==> src/sv/pci_pkg.sv <==
`timescale 1ns / 1ps
package pci_pkg;

	localparam int RGB_W       = 24;
	localparam int DIM_CFG_W   = 11;
	localparam int POS_W       = 10;
	localparam int CIDX_W      = 4;
	localparam int COUNT_W     = 5;
	localparam int CFG_IDX_W   = 1;
	localparam int OUT_TDATA_W = 32;
	localparam int OUT_TUSER_W = 2;

	localparam int PALETTE_ENTRIES_DEF = 16;
	localparam int MAX_DIMENSION_DEF   = 1024;

	localparam logic [DIM_CFG_W-1:0] WIDTH_RESET  = 11'd640;
	localparam logic [DIM_CFG_W-1:0] HEIGHT_RESET = 11'd480;

	localparam logic [CFG_IDX_W-1:0] REG_IMAGE_WIDTH  = 1'b0;
	localparam logic [CFG_IDX_W-1:0] REG_IMAGE_HEIGHT = 1'b1;

endpackage

==> src/sv/pci_cell.sv <==
`timescale 1ns / 1ps
module pci_cell #(
	parameter int PALETTE_ENTRIES = pci_pkg::PALETTE_ENTRIES_DEF,
	parameter int IDX = 0
) (
	input  logic                                   clk,
	input  logic [pci_pkg::RGB_W-1:0]              pixel,
	input  logic [$clog2(PALETTE_ENTRIES+1)-1:0]   fill,
	input  logic                                   load,
	input  logic                                   hit_in,
	input  logic [$clog2(PALETTE_ENTRIES)-1:0]     idx_in,
	output logic                                   hit_out,
	output logic [$clog2(PALETTE_ENTRIES)-1:0]     idx_out
);

	localparam int IDX_W  = $clog2(PALETTE_ENTRIES);
	localparam int FILL_W = $clog2(PALETTE_ENTRIES+1);

	logic [pci_pkg::RGB_W-1:0] color_q;
	logic                      match;

	// entries are kept distinct, so at most one cell matches
	assign match   = (FILL_W'(IDX) < fill) && (color_q == pixel);
	assign hit_out = hit_in | match;
	assign idx_out = idx_in | (match ? IDX_W'(IDX) : '0);

	always_ff @(posedge clk) begin
		if (load) begin
			color_q <= pixel;
		end
	end

endmodule

==> src/sv/pci_pos.sv <==
`timescale 1ns / 1ps
module pci_pos #(
	parameter int MAX_DIMENSION = pci_pkg::MAX_DIMENSION_DEF
) (
	input  logic                                clk,
	input  logic                                arst_n,
	input  logic                                step,
	input  logic [pci_pkg::DIM_CFG_W-1:0]       width,
	input  logic [pci_pkg::DIM_CFG_W-1:0]       height,
	output logic [$clog2(MAX_DIMENSION)-1:0]    x,
	output logic [$clog2(MAX_DIMENSION)-1:0]    y,
	output logic                                last
);

	localparam int CNT_W = $clog2(MAX_DIMENSION);
	localparam logic [31:0] MAXD = 32'(MAX_DIMENSION);

	logic [CNT_W-1:0] x_q, y_q;
	logic [31:0]      w32, h32, wl, hl;
	logic             x_end, y_end;

	// last column and row after clamping to 1..MAX_DIMENSION
	always_comb begin
		w32 = 32'(width);
		h32 = 32'(height);
		wl  = (w32 == 32'd0) ? 32'd0 : ((w32 > MAXD) ? MAXD - 32'd1 : w32 - 32'd1);
		hl  = (h32 == 32'd0) ? 32'd0 : ((h32 > MAXD) ? MAXD - 32'd1 : h32 - 32'd1);
	end

	assign x_end = 32'(x_q) >= wl;
	assign y_end = 32'(y_q) >= hl;
	assign x     = x_q;
	assign y     = y_q;
	assign last  = x_end & y_end;

	always_ff @(posedge clk or negedge arst_n) begin
		if (!arst_n) begin
			x_q <= '0;
			y_q <= '0;
		end else if (step) begin
			if (x_end) begin
				x_q <= '0;
				y_q <= y_end ? '0 : y_q + CNT_W'(1);
			end else begin
				x_q <= x_q + CNT_W'(1);
			end
		end
	end

endmodule

==> src/sv/palette_color_indexer_top.sv <==
`timescale 1ns / 1ps
// channel   dir  handshake                         payload
// s_axis    in   s_axis_tvalid / s_axis_tready     tdata = pixel_rgb
// m_axis    out  m_axis_tvalid / m_axis_tready     tdata, tuser, tlast
// cfg       in   cfg_we (no wait)                  cfg_index, cfg_data
//
// one item per clock while m_axis does not stall: the palette cells compare in
// parallel and pass the match down the chain, the result is registered on accept and shows in the next cycle.
// the output register frees in the cycle it is taken, so a stall on m_axis
// holds s_axis_tready low only while the result waits.
// reset empties the palette, zeroes the position and loads 640 x 480.
module palette_color_indexer_top #(
	parameter int PALETTE_ENTRIES = pci_pkg::PALETTE_ENTRIES_DEF,
	parameter int MAX_DIMENSION   = pci_pkg::MAX_DIMENSION_DEF
) (
	input  logic                               clk,
	input  logic                               arst_n,
	input  logic                               s_axis_tvalid,
	output logic                               s_axis_tready,
	input  logic [pci_pkg::RGB_W-1:0]          s_axis_tdata,  // pixel_rgb
	output logic                               m_axis_tvalid,
	input  logic                               m_axis_tready,
	// pixel_x, pixel_y, color_index, palette_count
	output logic [pci_pkg::OUT_TDATA_W-1:0]    m_axis_tdata,
	output logic [pci_pkg::OUT_TUSER_W-1:0]    m_axis_tuser,  // write_enable, new_color
	output logic                               m_axis_tlast,  // end_of_image
	input  logic                               cfg_we,
	input  logic [pci_pkg::CFG_IDX_W-1:0]      cfg_index,
	input  logic [pci_pkg::DIM_CFG_W-1:0]      cfg_data
);

	localparam int IDX_W  = $clog2(PALETTE_ENTRIES);
	localparam int FILL_W = $clog2(PALETTE_ENTRIES+1);
	localparam int CNT_W  = $clog2(MAX_DIMENSION);

	logic [pci_pkg::DIM_CFG_W-1:0] width_q, height_q;
	logic [FILL_W-1:0]             fill_q, fill_next;
	logic                          accept, room, added, hit, last;
	logic [IDX_W-1:0]              idx;
	logic [CNT_W-1:0]              x, y;
	logic                          hit_c [PALETTE_ENTRIES+1];
	logic [IDX_W-1:0]              idx_c [PALETTE_ENTRIES+1];
	logic [31:0]                   x32, y32, idx32, cnt32;

	logic                          out_valid_q;
	logic [pci_pkg::OUT_TDATA_W-1:0] out_data_q;
	logic [pci_pkg::OUT_TUSER_W-1:0] out_user_q;
	logic                          out_last_q;

	assign s_axis_tready = !out_valid_q || m_axis_tready;
	assign accept        = s_axis_tvalid && s_axis_tready;

	always_ff @(posedge clk or negedge arst_n) begin
		if (!arst_n) begin
			width_q  <= pci_pkg::WIDTH_RESET;
			height_q <= pci_pkg::HEIGHT_RESET;
		end else if (cfg_we) begin
			case (cfg_index)
				pci_pkg::REG_IMAGE_WIDTH:  width_q  <= cfg_data;
				pci_pkg::REG_IMAGE_HEIGHT: height_q <= cfg_data;
				default: ;
			endcase
		end
	end

	assign hit_c[0] = 1'b0;
	assign idx_c[0] = '0;
	assign room     = fill_q < FILL_W'(PALETTE_ENTRIES);
	assign added    = !hit_c[PALETTE_ENTRIES] && room;

	genvar gi;
	generate
		for (gi = 0; gi < PALETTE_ENTRIES; gi++) begin : g_cell
			pci_cell #(
				.PALETTE_ENTRIES(PALETTE_ENTRIES),
				.IDX(gi)
			) u_cell (
				.clk(clk),
				.pixel(s_axis_tdata),
				.fill(fill_q),
				.load(accept && added && (fill_q == FILL_W'(gi))),
				.hit_in(hit_c[gi]),
				.idx_in(idx_c[gi]),
				.hit_out(hit_c[gi+1]),
				.idx_out(idx_c[gi+1])
			);
		end
	endgenerate

	pci_pos #(
		.MAX_DIMENSION(MAX_DIMENSION)
	) u_pos (
		.clk(clk),
		.arst_n(arst_n),
		.step(accept),
		.width(width_q),
		.height(height_q),
		.x(x),
		.y(y),
		.last(last)
	);

	assign hit       = hit_c[PALETTE_ENTRIES] || added;
	assign idx       = added ? fill_q[IDX_W-1:0] : idx_c[PALETTE_ENTRIES];
	assign fill_next = fill_q + (added ? FILL_W'(1) : '0);

	assign x32   = 32'(x);
	assign y32   = 32'(y);
	assign idx32 = hit ? 32'(idx) : 32'd0;
	assign cnt32 = 32'(fill_next);

	always_ff @(posedge clk or negedge arst_n) begin
		if (!arst_n) begin
			fill_q      <= '0;
			out_valid_q <= 1'b0;
		end else begin
			if (accept) begin
				fill_q <= last ? '0 : fill_next;
			end
			if (accept) begin
				out_valid_q <= 1'b1;
			end else if (m_axis_tready) begin
				out_valid_q <= 1'b0;
			end
		end
	end

	always_ff @(posedge clk) begin
		if (accept) begin
			out_data_q <= {3'b000,
				cnt32[pci_pkg::COUNT_W-1:0],
				idx32[pci_pkg::CIDX_W-1:0],
				y32[pci_pkg::POS_W-1:0],
				x32[pci_pkg::POS_W-1:0]};
			out_user_q <= {added, hit};
			out_last_q <= last;
		end
	end

	assign m_axis_tvalid = out_valid_q;
	assign m_axis_tdata  = out_data_q;
	assign m_axis_tuser  = out_user_q;
	assign m_axis_tlast  = out_last_q;

endmodule
==> config.mk <==
export PLATFORM = sky130hd
export DESIGN_NAME = palette_color_indexer_top
export DESIGN_NICKNAME = d
export VERILOG_FILES = /design/src/sv/pci_pkg.sv /design/src/sv/pci_cell.sv /design/src/sv/pci_pos.sv /design/src/sv/palette_color_indexer_top.sv
export SDC_FILE = /design/constraint.sdc
export NUM_CORES = 1
export LEC_CHECK = 0
export BUFFER_PORTS_ARGS = -buffer_cell sky130_fd_sc_hd__buf_4
export CELL_PAD_IN_SITES_DETAIL_PLACEMENT = 0
export CELL_PAD_IN_SITES_GLOBAL_PLACEMENT = 1
export CORE_MARGIN = 3
export CORE_UTILIZATION = 46
export CTS_CLUSTER_DIAMETER = 60
export DETAILED_ROUTE_END_ITERATION = 16
export PLACE_DENSITY_LB_ADDON = 0.08
export SLEW_MARGIN = 0
export SYNTH_ARGS = -nofsm -noshare
export SYNTH_HDL_FRONTEND = slang
export SYNTH_SLANG_ARGS = --single-unit
==> constraint.sdc <==
create_clock -name clk -period 4.9 [get_ports clk]
set_input_delay 0.98 -clock clk [delete_from_list [all_inputs] [get_ports clk]]
set_output_delay 0.98 -clock clk [all_outputs]
set_load 0.02 [all_outputs]
Word-level counts from Yosys, hierarchy flattened
Cells that the tools add are included.
Widths: inputs -> output; s select.

word-level totals
  register bits = 464
  bits of input ports = 41
  output and inout bits = 37
  word-level logic and storage cells = 186

operators by class
  add/subtract/negate cells = 5
  $lt $le $gt $ge = 21
  equality and inequality tests = 31
  mux-type cells = 26
  bitwise gates (word level) = 31
  reductions and logical operators = 46

operators by type and width
  operator               number
  $eq 24x24->1           16
  $mux 32                4
  $ge 10x32->1           2
  $or 4x4->4             13
  $eq 5x4->1 const B     8
  $lt 4x5->1 const A     8
  $mux 4                 9
  $logic_and 1x1->1      35
  $sub 11x1->12 const B  2
  $gt 11x11->1 const B   2
  $logic_not 11->1       2
  $add 10x1->10 const B  2
  $eq 5x3->1 const B     4
  $lt 3x5->1 const A     4
  $mux 10                2
  $or 1x1->1             15
  $mux 3                 4
  $eq 5x2->1 const B     2
  $lt 1x5->1 const A     2
  $lt 2x5->1 const A     2
  $reduce_and 2->1       3
  $add 5x1->5            1
  $eq 5x1->1 const B     1
  $logic_not 5->1        1
  other kinds (10)       16

Logic depth before layout (Yosys ltp)
  depth after elaboration = 22
  gate-level depth with buffers = 18
  gate-level depth less buffers = 16

Cells and area by module
From an unflattened synthesis, not the netlist that was laid out.

second synthesis, totals
  cells, all modules = 1408
  area total of the unflattened synthesis = 20930.1 µm²

modules (own cells, without submodules)
  module                             instances  cells an instance  area an instance (µm²)  seq. area each (µm²)
  palette_color_indexer_top          1          164                2367.3                  1669.1
  pci_cell at g_cell[0].u_cell ...   2          62                 1026.0                  720.7
  pci_cell at g_cell[11].u_cell ...  2          63                 1024.7                  720.7
  pci_pos                            1          245                2009.4                  500.5
  pci_cell at g_cell[8].u_cell       1          62                 1053.5                  720.7
  pci_cell at g_cell[1].u_cell       1          62                 1049.8                  720.7
  pci_cell at g_cell[10].u_cell      1          63                 1047.3                  720.7
  pci_cell at g_cell[12].u_cell      1          62                 1042.2                  720.7
  pci_cell at g_cell[6].u_cell       1          63                 1041.0                  720.7
  pci_cell at g_cell[9].u_cell       1          62                 1039.7                  720.7
  pci_cell at g_cell[2].u_cell       1          62                 1034.7                  720.7
  pci_cell at g_cell[5].u_cell       1          63                 1033.5                  720.7
  pci_cell at g_cell[4].u_cell       1          64                 1029.7                  720.7
  pci_cell at g_cell[13].u_cell      1          62                 1028.5                  720.7
  2 more rows                        --         --                 --                      --

Least setup slack after synthesis
Ideal clock, no wire load.

  path type = in2reg
  start point = in s_axis_tdata[9] in the netlist's numbering
  end point = reg g_cell[9].u_cell.color_q[0] in the netlist's numbering (enable)
  setup time = 0.466 ns
  data arrival time = 4.587 ns
  required time = 4.434 ns
  path slack = -0.153 ns
  stages on the path = 9
  path buffers = 2
  cell sequence = buf_4 buf_8 xor2_1 nor2_1 nand4_1 o22ai_2 nor4_2 nand2_2 nor4_1

on the way
  word-level cells in the longest chain between the ends = 21
  elaborated cells between the ends (all ways) = 51
  classes of those cells = 16 x eq/ne; 15 x bitwise; 20 x reduce/logical

RTL lines
  item                               RTL line                         text
  start, declared                    palette_color_indexer_top.sv:20  input logic [pci_pkg::RGB_W-1:0] s_axis_tdata,
  $eq 24x24->1                       pci_cell.sv:23                   assign match = (FILL_W'(IDX) < fill) && (color_q == pixel);
  $logic_and 1x1->1                  pci_cell.sv:23
  $or 1x1->1 (14 in series)          pci_cell.sv:24                   assign hit_out = hit_in | match;
  $or 1x1->1 *                       pci_cell.sv:24
  $logic_not 1->1 *                  palette_color_indexer_top.sv:69  assign added = !hit_c[PALETTE_ENTRIES] && room;
  $logic_and 1x1->1 *                palette_color_indexer_top.sv:69
  $logic_and 1x1->1 * (2 in series)  palette_color_indexer_top.sv:81  .load(accept && added && (fill_q == FILL_W'(gi))),
  net g_cell[9].u_cell.load          pci_cell.sv:9                    input logic load,
  end signal, assigned               pci_cell.sv:29                   color_q <= pixel;
  end, declared                      pci_cell.sv:19                   logic [pci_pkg::RGB_W-1:0] color_q;

The timed path passes the listed nets; every way through them passes the cells marked *.
A chain may end at the register's enable or synchronous reset.

Final worst setup path
  start point = reg width_q[0] in the netlist's numbering
  end point = reg u_pos.y_q[4], in the netlist u_pos.y[4]

on the way
  word-level cells in the longest chain between the ends = 5
  elaborated cells between the ends (all ways) = 7
  classes of those cells = 1 x add/sub; 2 x order compare; 2 x mux; 2 x reduce/logical

RTL lines
  item                                           RTL line                         text
  start, declared                                palette_color_indexer_top.sv:36  logic [pci_pkg::DIM_CFG_W-1:0] width_q, height_q;
  start signal, assigned                         palette_color_indexer_top.sv:55  width_q <= pci_pkg::WIDTH_RESET;
  start signal, assigned                         palette_color_indexer_top.sv:59  pci_pkg::REG_IMAGE_WIDTH: width_q <= cfg_data;
  $sub 11x1->12 or $gt 11x11->1 (tied branches)  pci_pos.sv:26                    wl = (w32 == 32'd0) ? 32'd0 : ((w32 > MAXD) ? MAXD - 32'd1 : w32 - 32'd1);
  $mux 32                                        pci_pos.sv:26
  $mux 32 *                                      pci_pos.sv:26
  $ge 10x32->1 *                                 pci_pos.sv:30                    assign x_end = 32'(x_q) >= wl;
  $reduce_and 2->1 (no source line) *            --
  end signal, assigned                           pci_pos.sv:43                    y_q <= y_end ? '0 : y_q + CNT_W'(1);
  end, declared                                  pci_pos.sv:18                    logic [CNT_W-1:0] x_q, y_q;

Every way passes the cells marked *; elsewhere a longest branch is shown, timed or not.

==> impl_metrics.json <==
{
  "die_y_um": 223,
  "worstSkewPairLatency_ns": 0.61,
  "hold_viol": 0,
  "fin_skew_ns": 0.0258,
  "start_util": 0.471,
  "p_int_mw": 8.02,
  "worst_r2r_startpoint": "width_q[0]",
  "fillCellCount": 3822,
  "ys_types": 75,
  "routedWlPerCell_um": 22.8,
  "io_pins": 78,
  "period_share": 0.837,
  "slew_violations": 0,
  "cts_hold_buf": 0,
  "cts_root_buffer": "clkbuf_16",
  "die_area_um2": 49600,
  "ant_nets": 0,
  "layout-drive-gt1-share": 0.163,
  "route.detailed.drc": 0,
  "setup_viol": 0,
  "max_stage_delay_ns": 0.50,
  "synth_top_area_share": 0.578,
  "dpl_worst_slack_ns": 0.725,
  "antenna_found_initial": 0,
  "peakVddDrop_mv": 0.365,
  "setup_tns_ns": 0,
  "port_buffers": 74,
  "cap_violations": 0,
  "grt_use_total": 0.207,
  "avgSynthCellArea_um2": 14.4,
  "grt_pass1_vias": 12400,
  "grt.overflow.total": 0,
  "cts_resized": 0,
  "finalWirelength_um": 51000,
  "status": "complete, no violations",
  "stdcell_area_um2": 24500,
  "clkTransAtPathRegs_ns": 0.06,
  "power_switching_mw": 3.14,
  "maxSlewHeadroom": 0.203,
  "start_kind": "flip-flop",
  "grt_pass1_wl_um": 78000,
  "fmax_ghz": 0.244,
  "clkSinkCount": 464,
  "area_growth_pct": 13.2,
  "netlist_instances": 1504,
  "power_frac_seq": 0.447,
  "cpMostUsedCell": "a21o_1",
  "async_flop_share": 0.103,
  "tightestPinTransition_ns": 1.19,
  "total_power_mw": 11.2,
  "placed_area_um2": 22600,
  "p_comb_frac": 0.171,
  "startpoint": "width_q[0]",
  "postLayoutSetupSlackWorst_ns": 0.801,
  "via_per_inst": 5.51,
  "ys_ff_latch": 464,
  "cts_tree": "built",
  "yosysWarnings": 0,
  "coreArea_um2": 45900,
  "crit_path_end_kind": "flip-flop",
  "critPathRequiredTime_ns": 5.40,
  "num_vias": 12300,
  "yosys_most_used_dff": "edfxtp_1",
  "cts.htree.levels": 2,
  "p_per_area_nw_per_um2": 456,
  "gp_congestion": 0.866,
  "firstDrtPassIters": 5,
  "swShare": 0.281,
  "synth_edf_count": 416,
  "yosysSeqAreaShare": 0.634,
  "clk_path_buf_depth": 3,
  "antenna_cells": 0,
  "period_needed_ns": 4.10,
  "die_w_um": 223,
  "post_cts_buffers": 0,
  "cts_buffers": 53,
  "arrival_ns": 4.60,
  "synthTopCellsByArea": "edfxtp_1 (58%), xor2_1 (14%), dfrtp_1 (4.9%), nor4_1 (3.1%), xnor2_1 (2.4%)",
  "critPathKind": "reg -> reg",
  "worstRegToRegCells": 16,
  "crit_fanout": 12,
  "num_rows": 78,
  "netlist_area_um2": 21600,
  "grt_setup_unrepaired": "no",
  "yosysTopAreaCell": "edfxtp_1",
  "leakage_nw": 8.51,
  "worstHoldPathType": "in -> async",
  "fin_nets": 1663,
  "slowest_stage": "o2111a_1",
  "grt_max_degree": 49,
  "cp_cell_sequence": "inv_1, ha_1, nand2_1, or3_1, or3_1, nand2b_1, a21o_1, ha_1, nand2b_1, a21o_1, a21o_1, a21oi_1, o2111a_1, nor3_2, buf_4, o221ai_1",
  "hpwl_um": 30900,
  "first_iter_violations": 1091,
  "clockPowerShare": 0.382
}
-- cells in the final DEF, fill, tap and decap left out, types with 11 or more instances in the layout --
cell	count
clkbuf_16	53
ha_1	26
buf_4	108
mux2_2	19
xnor2_1	58
xor2_1	339
a21oi_1	14
o221ai_1	11
nand3_1	34
clkinv_2	11
bufinv_16	12
edfxtp_1	416
nand2_1	61
dfrtp_1	42
nand4_1	40
a21o_1	11
nor2_1	37
nor4_1	105
inv_1	27
o21ai_0	25
nor3_1	24
-- per-stage QoR --
step | utilization | hold WS, ns | instances
5_1_grt | 0.534 | 0.428 | 2240
3_3_place_gp | 0.492 | 0.503 | 2141
6_report | 0.534 | 0.406 | 2240
2_1_floorplan | - | 0.453 | 1506
4_1_cts | 0.534 | 0.416 | 2240
3_5_place_dp | 0.492 | 0.508 | 2141
-- critical path, delay by kind of cell, from the launching register on --
| kind | cells | cell delay, ns |
|---|---|---|
| flops | 1 | 0.39 |
| buf+inv | 2 | 0.32 |
| fa+ha+maj | 2 | 0.45 |
| simple gates | 6 | 1.36 |
| compound gates | 6 | 1.48 |
-- metal layers --
layer / vias up / wire length [µm] / GRT usage
met4: 0 / 1330 / 0.0619
met3: 80 / 2370 / 0.0365
li1: 5758 / - / -
met1: 6219 / 23100 / 0.286
met2: 288 / 24200 / 0.336
met5: - / 0 / 0
-- power by group through the flow --
stage,sequential [mW],clock (mW),combinational [mW]
after floorplan,5.01,0,1.35
after global placement,5.06,0,1.89
after detailed placement,5.07,0,1.91
after CTS,4.99,4.35,1.93
after global routing,5.03,4.52,2.12
final,4.99,4.26,1.90
-- worst paths after layout --
path	endpoint	slack, ns
setup / recovery	u_pos.y[4]	0.80
hold / removal	u_pos.y[1]	0.41
setup reg to reg	u_pos.y[4]	0.80
hold reg to reg	m_axis_tdata[19]	0.52
max in group asynchronous	u_pos.x[3]	4.03
min in group clk	m_axis_tdata[19]	0.52
-- flip-flops by register name, indices dropped and copies added, names as in the netlist --
| name | flops |
|---|---|
| m_axis_tdata | 29 |
| m_axis_tvalid | 1 |
| height_q | 11 |
| fill_q | 5 |
| m_axis_tuser | 2 |
| u_pos.y | 10 |
| u_pos.x | 10 |
| width_q | 11 |
| g_cell.u_cell.color_q | 384 |
| m_axis_tlast | 1 |
-- cells in the mapped netlist (all sizes together) (3+ instances only) --
library cell,instances
a211oi,5
a21o,11
a21oi,15
a311oi,3
buf,56
clkbuf,18
dfrtp,42
dfstp,6
edfxtp,416
ha,26
inv,27
mux2,19
nand2,63
nand2b,10
nand3,34
nand4,41
nand4b,4
nor2,44
nor3,32
nor3b,3
nor4,117
o211ai,8
o21a,4
o21ai,25
o221ai,11
o22ai,11
or2,4
or3,11
or4,6
xnor2,58
xor2,339
-- layout make-up --
type	count	area, µm²	share of cell area
clock buffer	60	1360	0.0557
clock inverter	39	533	0.0218
inverter	28	105	0.00429
multi-input combinational	940	7190	0.294
sequential	464	13700	0.560
tap	600	751	0.0307
timing repair buffer	109	831	0.0339
-- cells by family (layout without fill, tap and decap cells) --
kind of cell               count (synthesis)  in the layout  synth area share
buffers and inverters                    102            236            0.0373
xor gates and xnor gates                 397            397             0.161
DFF                                      464            464             0.634
and+or+nand+nor                          382            382             0.103
muxes                                     20             20            0.0104
other                                      1              3          0.000174
AOI/OAI and AO/OA                        111            111            0.0386
adders and majority gates                 27             27            0.0155
Power figures use the tool's default switching activity.
